--- src/ddgo_pkg.sv ---
// Shared constants, types and tables for the gyro-aided odometry block.
package ddgo_pkg;

	// Reset value of the wheel scale register, metres per tick scaled by 2^32.
	localparam logic [23:0] MptReset = 24'd366325;

	// Encoder wrap detection window.
	localparam logic [15:0] WrapHi = 16'd60000;
	localparam logic [15:0] WrapLo = 16'd5000;

	// Angles in hundredths of a degree.
	localparam logic signed [16:0] HalfTurn    = 17'sd18000;
	localparam logic signed [16:0] FullTurn    = 17'sd36000;
	localparam logic signed [15:0] QuarterTurn = 16'sd9000;
	localparam logic signed [15:0] HalfTurn16  = 16'sd18000;

	// Rotator settings: iteration count and start vector length in Q30.
	localparam int unsigned CordicSteps = 16;
	localparam logic signed [32:0] CordicGainQ30 = 33'sd652032874;

	// Arctangent of 2^-i in hundredths of a degree scaled by 2^16.
	function automatic logic signed [31:0] atan_q16(input logic [3:0] idx);
		logic signed [31:0] r;
		case (idx)
			4'd0:    r = 32'sd294912000;
			4'd1:    r = 32'sd174096719;
			4'd2:    r = 32'sd91987925;
			4'd3:    r = 32'sd46694507;
			4'd4:    r = 32'sd23437864;
			4'd5:    r = 32'sd11730358;
			4'd6:    r = 32'sd5866610;
			4'd7:    r = 32'sd2933484;
			4'd8:    r = 32'sd1466765;
			4'd9:    r = 32'sd733385;
			4'd10:   r = 32'sd366693;
			4'd11:   r = 32'sd183346;
			4'd12:   r = 32'sd91673;
			4'd13:   r = 32'sd45837;
			4'd14:   r = 32'sd22918;
			4'd15:   r = 32'sd11459;
			default: r = 32'sd0;
		endcase
		return r;
	endfunction

	// Rotator sequencer states.
	typedef enum logic [2:0] {
		C_IDLE,
		C_ROT,
		C_FIX,
		C_RND,
		C_DONE
	} ddgo_cstate_t;

	// Main sequencer states.
	typedef enum logic [3:0] {
		S_IDLE,
		S_PREP,
		S_CSTART,
		S_CWAIT,
		S_MUL_P,
		S_MUL_LO,
		S_MUL_HI,
		S_ROUND,
		S_ACC,
		S_DONE
	} ddgo_state_t;

	// Request to the rotator.
	typedef struct packed {
		logic               start;
		logic signed [15:0] angle;
	} ddgo_cordic_req_t;

	// Answer from the rotator.
	typedef struct packed {
		logic               done;
		logic signed [15:0] cos_q15;
		logic signed [15:0] sin_q15;
	} ddgo_cordic_rsp_t;

endpackage

--- src/ddgo_cordic.sv ---
// Iterative rotator giving cosine and sine of a heading in Q1.15.
module ddgo_cordic (
	input  logic                      clk,
	input  logic                      arst_n,
	input  ddgo_pkg::ddgo_cordic_req_t req,
	output ddgo_pkg::ddgo_cordic_rsp_t rsp
);

	ddgo_pkg::ddgo_cstate_t state_q, state_d;
	logic signed [32:0] x_q, y_q;
	logic signed [31:0] z_q;
	logic [3:0]         i_q;
	logic               neg_q;
	logic signed [15:0] cos_q, sin_q;

	logic signed [15:0] fold;
	logic               fold_neg;
	logic signed [32:0] dx, dy;
	logic signed [31:0] atan_i;

	// Round a Q30 value half up to Q15 and saturate to 16 bits.
	function automatic logic signed [15:0] q30_to_q15(input logic signed [32:0] v);
		logic signed [33:0] t;
		logic signed [33:0] r;
		t = 34'(v) + 34'sd16384;
		r = t >>> 15;
		if (r > 34'sd32767) begin
			return 16'sh7FFF;
		end else if (r < -34'sd32768) begin
			return 16'sh8000;
		end
		return r[15:0];
	endfunction

	// Fold headings beyond a quarter turn back by a half turn.
	always_comb begin
		fold     = req.angle;
		fold_neg = 1'b0;
		if (req.angle > ddgo_pkg::QuarterTurn) begin
			fold     = req.angle - ddgo_pkg::HalfTurn16;
			fold_neg = 1'b1;
		end else if (req.angle < -ddgo_pkg::QuarterTurn) begin
			fold     = req.angle + ddgo_pkg::HalfTurn16;
			fold_neg = 1'b1;
		end
	end

	// Shifted terms of the current micro-rotation.
	assign dx     = y_q >>> i_q;
	assign dy     = x_q >>> i_q;
	assign atan_i = ddgo_pkg::atan_q16(i_q);

	// Next state.
	always_comb begin
		state_d = state_q;
		case (state_q)
			ddgo_pkg::C_IDLE: begin
				if (req.start) begin
					state_d = ddgo_pkg::C_ROT;
				end
			end
			ddgo_pkg::C_ROT: begin
				if (i_q == 4'(ddgo_pkg::CordicSteps - 1)) begin
					state_d = ddgo_pkg::C_FIX;
				end
			end
			ddgo_pkg::C_FIX:  state_d = ddgo_pkg::C_RND;
			ddgo_pkg::C_RND:  state_d = ddgo_pkg::C_DONE;
			ddgo_pkg::C_DONE: state_d = ddgo_pkg::C_IDLE;
			default:          state_d = ddgo_pkg::C_IDLE;
		endcase
	end

	// Outputs.
	always_comb begin
		rsp.done    = (state_q == ddgo_pkg::C_DONE);
		rsp.cos_q15 = cos_q;
		rsp.sin_q15 = sin_q;
	end

	always_ff @(posedge clk or negedge arst_n) begin
		if (!arst_n) begin
			state_q <= ddgo_pkg::C_IDLE;
		end else begin
			state_q <= state_d;
		end
	end

	// Rotation datapath: load, one micro-rotation a cycle, sign fix, rounding.
	always_ff @(posedge clk) begin
		case (state_q)
			ddgo_pkg::C_IDLE: begin
				x_q   <= ddgo_pkg::CordicGainQ30;
				y_q   <= '0;
				z_q   <= {fold, 16'h0000};
				i_q   <= '0;
				neg_q <= fold_neg;
			end
			ddgo_pkg::C_ROT: begin
				if (!z_q[31]) begin
					x_q <= x_q - dx;
					y_q <= y_q + dy;
					z_q <= z_q - atan_i;
				end else begin
					x_q <= x_q + dx;
					y_q <= y_q - dy;
					z_q <= z_q + atan_i;
				end
				i_q <= i_q + 4'd1;
			end
			ddgo_pkg::C_FIX: begin
				if (neg_q) begin
					x_q <= -x_q;
					y_q <= -y_q;
				end
			end
			ddgo_pkg::C_RND: begin
				cos_q <= q30_to_q15(x_q);
				sin_q <= q30_to_q15(y_q);
			end
			default: begin
			end
		endcase
	end

endmodule

--- src/diff_drive_gyro_odometry.sv ---
// Top level: differential-drive odometry with gyro heading.
//
//  Channel | Signals                       | Word
//  --------+-------------------------------+--------------------------------------------
//  in      | s_tvalid s_tready s_tdata[47:0] | encoder_left, encoder_right, gyro_centideg
//  out     | m_tvalid m_tready m_tdata[79:0] | pos_x_q16, pos_y_q16, heading_centideg
//  config  | cfg_valid cfg_ready cfg_data    | meters_per_tick_q32 (24 bits)
//
// Each word is worked through to its result before the next word is taken; the sixteen
// rotator iterations and five passes through the shared multiplier, with rounding and
// accumulation, lie between acceptance and the result being offered. s_tready is high only
// while the sequencer is idle; while the previous result waits on m_tready the sequencer
// holds in its last step, so input stalls. Reset clears the origin, the position and the
// sequencers, and loads the default scale.
module diff_drive_gyro_odometry (
	input  logic        clk,
	input  logic        arst_n,
	input  logic        s_tvalid,
	output logic        s_tready,
	// [15:0] encoder_left, [31:16] encoder_right, [47:32] gyro_centideg
	input  logic [47:0] s_tdata,
	output logic        m_tvalid,
	input  logic        m_tready,
	// [31:0] pos_x_q16, [63:32] pos_y_q16, [79:64] heading_centideg
	output logic [79:0] m_tdata,
	input  logic        cfg_valid,
	output logic        cfg_ready,
	input  logic [23:0] cfg_data
);

	ddgo_pkg::ddgo_state_t state_q, state_d;

	logic               started_q;
	logic [15:0]        last_left_q, last_right_q;
	logic signed [15:0] origin_q;
	logic signed [31:0] acc_x_q, acc_y_q;
	logic [23:0]        mpt_q;
	logic signed [17:0] sum_q;
	logic signed [16:0] hraw_q;
	logic signed [15:0] h_q;
	logic signed [41:0] p_q;
	logic signed [57:0] prod_q;
	logic signed [25:0] step_q;
	logic               sel_y_q;
	logic               m_tvalid_q;
	logic [79:0]        m_tdata_q;

	logic [15:0]        enc_l, enc_r;
	logic signed [15:0] gyro;
	logic [15:0]        base_l, base_r;
	logic signed [15:0] base_g;
	logic signed [16:0] dl, dr;
	logic signed [16:0] h_norm;

	logic               accept, out_free, out_load;
	logic signed [24:0] mul_a;
	logic signed [17:0] mul_b;
	logic signed [42:0] mul_p;
	logic signed [15:0] trig;
	logic signed [57:0] rnd;
	logic signed [32:0] acc_sum;
	logic signed [31:0] acc_sel, acc_new;

	ddgo_pkg::ddgo_cordic_req_t cordic_req;
	ddgo_pkg::ddgo_cordic_rsp_t cordic_rsp;

	// Wheel delta with correction for counter wrap.
	function automatic logic signed [16:0] wheel_delta(input logic [15:0] last,
		input logic [15:0] now);
		logic signed [17:0] d;
		d = $signed({2'b00, now}) - $signed({2'b00, last});
		if (now > ddgo_pkg::WrapHi && last < ddgo_pkg::WrapLo) begin
			d = d - 18'sd65536;
		end else if (now < ddgo_pkg::WrapLo && last > ddgo_pkg::WrapHi) begin
			d = d + 18'sd65536;
		end
		return d[16:0];
	endfunction

	// Input word fields; the first frame uses itself as reference.
	assign enc_l  = s_tdata[15:0];
	assign enc_r  = s_tdata[31:16];
	assign gyro   = $signed(s_tdata[47:32]);
	assign base_l = started_q ? last_left_q : enc_l;
	assign base_r = started_q ? last_right_q : enc_r;
	assign base_g = started_q ? origin_q : gyro;
	assign dl     = wheel_delta(base_l, enc_l);
	assign dr     = wheel_delta(base_r, enc_r);

	// Bring the raw heading difference into [-180, 180) degrees.
	always_comb begin
		h_norm = hraw_q;
		if (hraw_q >= ddgo_pkg::HalfTurn + ddgo_pkg::FullTurn) begin
			h_norm = hraw_q - 17'(2 * ddgo_pkg::FullTurn);
		end else if (hraw_q >= ddgo_pkg::HalfTurn) begin
			h_norm = hraw_q - ddgo_pkg::FullTurn;
		end else if (hraw_q < -(ddgo_pkg::HalfTurn + ddgo_pkg::FullTurn)) begin
			h_norm = hraw_q + 17'(2 * ddgo_pkg::FullTurn);
		end else if (hraw_q < -ddgo_pkg::HalfTurn) begin
			h_norm = hraw_q + ddgo_pkg::FullTurn;
		end
	end

	ddgo_cordic u_cordic (
		.clk    (clk),
		.arst_n (arst_n),
		.req    (cordic_req),
		.rsp    (cordic_rsp)
	);

	// Shared multiplier: distance product, then low and high halves against cos or sin.
	assign trig = sel_y_q ? cordic_rsp.sin_q15 : cordic_rsp.cos_q15;
	always_comb begin
		case (state_q)
			ddgo_pkg::S_MUL_P: begin
				mul_a = $signed({1'b0, mpt_q});
				mul_b = sum_q;
			end
			ddgo_pkg::S_MUL_LO: begin
				mul_a = $signed({4'b0000, p_q[20:0]});
				mul_b = 18'(trig);
			end
			ddgo_pkg::S_MUL_HI: begin
				mul_a = 25'($signed(p_q[41:21]));
				mul_b = 18'(trig);
			end
			default: begin
				mul_a = '0;
				mul_b = '0;
			end
		endcase
	end
	assign mul_p = 43'(mul_a) * 43'(mul_b);

	// Divide by 2^32 rounding half away from zero.
	assign rnd = prod_q + (prod_q[57] ? 58'sh7FFF_FFFF : 58'sh8000_0000);

	// Saturating accumulate into x or y.
	assign acc_sel = sel_y_q ? acc_y_q : acc_x_q;
	assign acc_sum = 33'(acc_sel) + 33'(step_q);
	always_comb begin
		acc_new = acc_sum[31:0];
		if (acc_sum[32] != acc_sum[31]) begin
			acc_new = acc_sum[32] ? 32'sh8000_0000 : 32'sh7FFF_FFFF;
		end
	end

	// Next state.
	always_comb begin
		state_d = state_q;
		case (state_q)
			ddgo_pkg::S_IDLE: begin
				if (s_tvalid) begin
					state_d = ddgo_pkg::S_PREP;
				end
			end
			ddgo_pkg::S_PREP:   state_d = ddgo_pkg::S_CSTART;
			ddgo_pkg::S_CSTART: state_d = ddgo_pkg::S_CWAIT;
			ddgo_pkg::S_CWAIT: begin
				if (cordic_rsp.done) begin
					state_d = ddgo_pkg::S_MUL_P;
				end
			end
			ddgo_pkg::S_MUL_P:  state_d = ddgo_pkg::S_MUL_LO;
			ddgo_pkg::S_MUL_LO: state_d = ddgo_pkg::S_MUL_HI;
			ddgo_pkg::S_MUL_HI: state_d = ddgo_pkg::S_ROUND;
			ddgo_pkg::S_ROUND:  state_d = ddgo_pkg::S_ACC;
			ddgo_pkg::S_ACC: begin
				state_d = sel_y_q ? ddgo_pkg::S_DONE : ddgo_pkg::S_MUL_LO;
			end
			ddgo_pkg::S_DONE: begin
				if (out_free) begin
					state_d = ddgo_pkg::S_IDLE;
				end
			end
			default: state_d = ddgo_pkg::S_IDLE;
		endcase
	end

	// Handshake and control outputs.
	always_comb begin
		s_tready         = (state_q == ddgo_pkg::S_IDLE);
		accept           = s_tvalid && s_tready;
		out_free         = !m_tvalid_q || m_tready;
		out_load         = (state_q == ddgo_pkg::S_DONE) && out_free;
		cordic_req.start = (state_q == ddgo_pkg::S_CSTART);
		cordic_req.angle = h_q;
		cfg_ready        = 1'b1;
		m_tvalid         = m_tvalid_q;
		m_tdata          = m_tdata_q;
	end

	// Control state, reference values, position and wheel scale.
	always_ff @(posedge clk or negedge arst_n) begin
		if (!arst_n) begin
			state_q      <= ddgo_pkg::S_IDLE;
			started_q    <= 1'b0;
			last_left_q  <= '0;
			last_right_q <= '0;
			origin_q     <= '0;
			acc_x_q      <= '0;
			acc_y_q      <= '0;
			mpt_q        <= ddgo_pkg::MptReset;
			m_tvalid_q   <= 1'b0;
			sel_y_q      <= 1'b0;
		end else begin
			state_q <= state_d;
			if (cfg_valid && cfg_ready) begin
				mpt_q <= cfg_data;
			end
			if (accept) begin
				started_q    <= 1'b1;
				last_left_q  <= enc_l;
				last_right_q <= enc_r;
				origin_q     <= base_g;
			end
			if (state_q == ddgo_pkg::S_PREP) begin
				sel_y_q <= 1'b0;
			end
			if (state_q == ddgo_pkg::S_ACC) begin
				if (sel_y_q) begin
					acc_y_q <= acc_new;
				end else begin
					acc_x_q <= acc_new;
					sel_y_q <= 1'b1;
				end
			end
			if (out_load) begin
				m_tvalid_q <= 1'b1;
			end else if (m_tready) begin
				m_tvalid_q <= 1'b0;
			end
		end
	end

	// Working registers of the datapath.
	always_ff @(posedge clk) begin
		if (accept) begin
			sum_q  <= 18'(dl) + 18'(dr);
			hraw_q <= 17'(gyro) - 17'(base_g);
		end
		if (state_q == ddgo_pkg::S_PREP) begin
			h_q <= h_norm[15:0];
		end
		if (state_q == ddgo_pkg::S_MUL_P) begin
			p_q <= mul_p[41:0];
		end
		if (state_q == ddgo_pkg::S_MUL_LO) begin
			prod_q <= 58'(mul_p);
		end
		if (state_q == ddgo_pkg::S_MUL_HI) begin
			prod_q <= prod_q + (58'(mul_p) <<< 21);
		end
		if (state_q == ddgo_pkg::S_ROUND) begin
			step_q <= rnd[57:32];
		end
		if (out_load) begin
			m_tdata_q <= {h_q, acc_y_q, acc_x_q};
		end
	end

endmodule

--- config.mk ---
export PLATFORM = sky130hd
export DESIGN_NAME = diff_drive_gyro_odometry
export DESIGN_NICKNAME = d
export VERILOG_FILES = /design/src/ddgo_pkg.sv /design/src/ddgo_cordic.sv /design/src/diff_drive_gyro_odometry.sv
export SDC_FILE = /design/constraint.sdc
export NUM_CORES = 2
export LEC_CHECK = 0
export BUFFER_PORTS_ARGS = -buffer_cell sky130_fd_sc_hd__buf_2
export CAP_MARGIN = 40
export CORE_MARGIN = 1
export CORE_UTILIZATION = 30
export DETAILED_ROUTE_END_ITERATION = 12
export HOLD_SLACK_MARGIN = 0.02
export SYNTH_ARGS = -nofsm -noshare
export SYNTH_HDL_FRONTEND = slang
export SYNTH_SLANG_ARGS = --single-unit
--- constraint.sdc ---
create_clock -name clk -period 14.48 [get_ports clk]
set_clock_uncertainty 0.2 [all_clocks]
set_input_delay 2.172 -clock clk [delete_from_list [all_inputs] [get_ports clk]]
set_output_delay 2.172 -clock clk [all_outputs]
set_load 0.02 [all_outputs]
==> metrics.md <==
| Metric | Value |
|---|---|
| Crit path max fanout | `31` |
| Worst Max-Slew Pin Slew | `0.954 ns` |
| Total gr overflow | `0` |
| Post-synth EDFFs | `392` |
| Die Wd | `about 440 um` |
| Delay of the slowest cell on the worst path | `between 0.8 and 0.9 ns` |
| Clock Pin Slew Worst Setup and Hold Paths | `roughly 0.06 ns` |
| Syn_area_per_cell | `roughly 9.2 um^2` |
| Cell count after synthesis | `between 6,000 and 7,000` |
| Post-DP HPWL | `between 100 and 150 mm` |
| Mapped cell area | `57,700 um^2` |
| Final nets | `slightly above 7,000` |
| Worst R2R Path Depth | `37` |
| Status | `completed` |
| Post-cts resize count | `0` |
| TritonCTS clock tree | `yes` |
| Die Y | `between 400 and 500 um` |
| Crit Path Class | `flip-flop to flip-flop` |
| Syn nets | `7,171` |
| Die area | `approximately 200,000 um^2` |
| Worst skew pair latency | `a little over 0.7 ns` |
| Initial DRC count | `around 3,900` |
| Largest net degree at the start of global routing | `76` |
| Final Hold Viols | `0` |
| Most common cell after layout, fill and taps aside | `nand2_1` |
| # clock sinks | `approximately 570` |
| Synth Flop Type | `edfxtp_1` |
| Gr usage total | `~18%` |
| GPL Wtd Cong | `just under 1` |
| Via density | `~5.2` |
| Rows | `160` |
| TritonCTS Buffers | `70` |
| Residual DRC | `0` |
| # hold bufs at CTS | `0` |
| RSZ-0062 raised after global routing | `false` |
| Routed vias | `approximately 46,000` |
| Register area share after synthesis | `27.7%` |
| DR WL/cell | `approximately 20 um` |
| Most frequent cells in the layout | `nand2_1, inv_1, nor2_1, fa_1, ha_1` |
| Arrival time at the worst endpoint | `about 12 ns` |
| Port bufs | `~160` |
| Setup crit start kind | `flip-flop` |
| Cell mode on critical path | `fa_1` |
| Post-route ant nets | `0` |
| Postcts setup bufs | `0` |
| Syn. warnings | `0` |
| Slowest library cell on the worst path | `a2111oi_1` |
| Number of global-route vias before repair | `between 40,000 and 50,000` |
| Placeable core area | `191,000 um^2` |
| Hold depth | `0` |
| CP Data Required Time | `approximately 15 ns` |
| Fillers | `just under 20,000` |
| CTS root buf | `clkbuf_16` |
| Synthesized flop and latch total | `between 500 and 600` |
| Fmax | `0.0829 GHz` |
| Crit. End Element | `flip-flop` |
| Setup TNS | `0 ns` |
| Unique masters post-synth | `approximately 110` |
| WL final | `174 mm` |
| First-pass GRT wire length | `between 200 and 300 mm` |
| Slew Limit Fails | `0` |
| Slew headroom | `36.4%` |
| Area Overhead vs Synth | `10.4%` |
| Total of max-cap violations | `0` |
| H-tree depth | `3` |
| Initial DRT Pass Iterations | `8` |
| Initial antenna violation count | `4` |
| Final min period | `~12 ns` |
| Ports | `between 150 and 200` |
| Longest Clk Path Bufs | `3` |
| Initial Utilization | `between 30% and 40%` |
| Type of the most critical hold path | `flip-flop to flip-flop` |
| Share of cells above drive strength 1 | `a little under a tenth` |
| Share of flip-flops with an asynchronous set or reset | `about a quarter` |
| # setup viols final | `0` |
| Final period utilization | `between 80 and 90%` |
## layout make-up
type                    count  area (um^2)  share of cell area (%)
multi-input cells        4758        38200                    60.0
flip-flops and latches    567        16000                    25.1
well taps                2511         3140                    4.93
inverters                 642         2410                    3.78
clock buffers              84         1870                    2.93
repair buffers            240         1490                    2.34
clock inverters            46          566                   0.887
diodes                      2         5.00                 0.00785
## kinds of logic (layout without fill, tap and decap cells)
| family | count (synthesis) | count (layout) | synth area share [%] |
|---|---|---|---|
| AO/OA/AOI/OAI | 1250 | 1250 | 13.4 |
| XOR/XNOR | 437 | 437 | 6.63 |
| adder cells (fa/ha/maj) | 854 | 854 | 24.3 |
| buffers and inverters | 920 | 1012 | 6.20 |
| flip-flops | 567 | 567 | 27.7 |
| multiplexers | 270 | 270 | 6.52 |
| other | 1 | 3 | 0.00650 |
| AND/OR/NAND/NOR | 1946 | 1946 | 15.2 |
## cells in the mapped netlist, types with 50 or more instances
master | count | area share, %
and3_1 | 76 | 0.82
nor3_1 | 106 | 0.92
nand2_1 | 786 | 5.1
dfrtp_1 | 134 | 5.8
nor2_1 | 536 | 3.5
fa_1 | 450 | 16
ha_1 | 399 | 8.6
edfxtp_1 | 392 | 20
a21o_1 | 130 | 1.7
mux4_2 | 63 | 2.5
nand2b_1 | 59 | 0.64
a21oi_1 | 365 | 3.2
clkbuf_1 | 211 | 1.4
o21ai_0 | 325 | 2.8
a31oi_1 | 53 | 0.57
mux2i_1 | 108 | 1.9
xor2_1 | 183 | 2.8
inv_1 | 640 | 4.2
and2_1 | 50 | 0.54
mux2_2 | 87 | 1.7
nand3_1 | 111 | 0.96
xnor2_1 | 254 | 3.9
o21a_1 | 56 | 0.73
## metrics by stage
| stage | hold slack [ns] | instance area [um^2] | setup WS (ns) | utilization (%) | instances |
|---|---|---|---|---|---|
| finish | 0.271 | 63700 | 2.42 | 33.4 | 8850 |
| global route | 0.285 | 63700 | 1.67 | 33.4 | 8848 |
| CTS | 0.273 | 63700 | 2.60 | 33.4 | 8848 |
| detailed placement | 0.260 | 61300 | 2.72 | 32.2 | 8718 |
| global placement | 0.255 | 61100 | 2.71 | 32.0 | 8699 |
| floorplan | 0.224 | 57700 | 3.76 | - | 6245 |
## critical path: cells and delay by family, from the launching register on
kind | cells | cell delay (ns)
simple gates | 10 | 2.29
flops | 1 | 0.47
xor+xnor | 2 | 0.43
buf+inv | 4 | 0.62
fa+ha+maj | 8 | 3.90
compound gates | 13 | 3.78
## path summary, 6_finish.rpt
check | startpoint | endpoint | slack [ns]
max in group asynchronous | arst_n | acc_x_q[20]$_DFFE_PN0P_ | 11.65
worst min register to register | acc_x_q[10]$_DFFE_PN0P_ | m_tdata[10]$_DFFE_PP_ | 0.27
min in group asynchronous | arst_n | state_q[2]$_DFFE_PN0P_ | 1.21
worst max register to register | state_q[3]$_DFFE_PN0P_ | prod_q[57]$_DFFE_PP_ | 2.42
worst max-delay path | state_q[3]$_DFFE_PN0P_ | prod_q[57]$_DFFE_PP_ | 2.42
worst min-delay path | acc_x_q[10]$_DFFE_PN0P_ | m_tdata[10]$_DFFE_PP_ | 0.27
## state kept, by name, summed over array words and instances (netlist names), 18 cells and up
signal / flops
u_cordic.x_q: 33
step_q: 26
m_tdata: 80
mpt_q: 24
prod_q: 58
u_cordic.y_q: 33
sum_q: 18
u_cordic.atan_i: 29
p_q: 42
u_cordic.z_q: 32
acc_x_q: 32
acc_y_q: 32
## per-layer routing
metal | track usage [%] | part of all wire [%]
met5 | 0 | 0.016
met4 | 6.76 | 3.8
met3 | 2.90 | 6.7
met2 | 29.0 | 46
met1 | 23.7 | 43
Power is not shown: default switching activity piles up to over one toggle a cycle in this logic, so the estimate is an artifact.
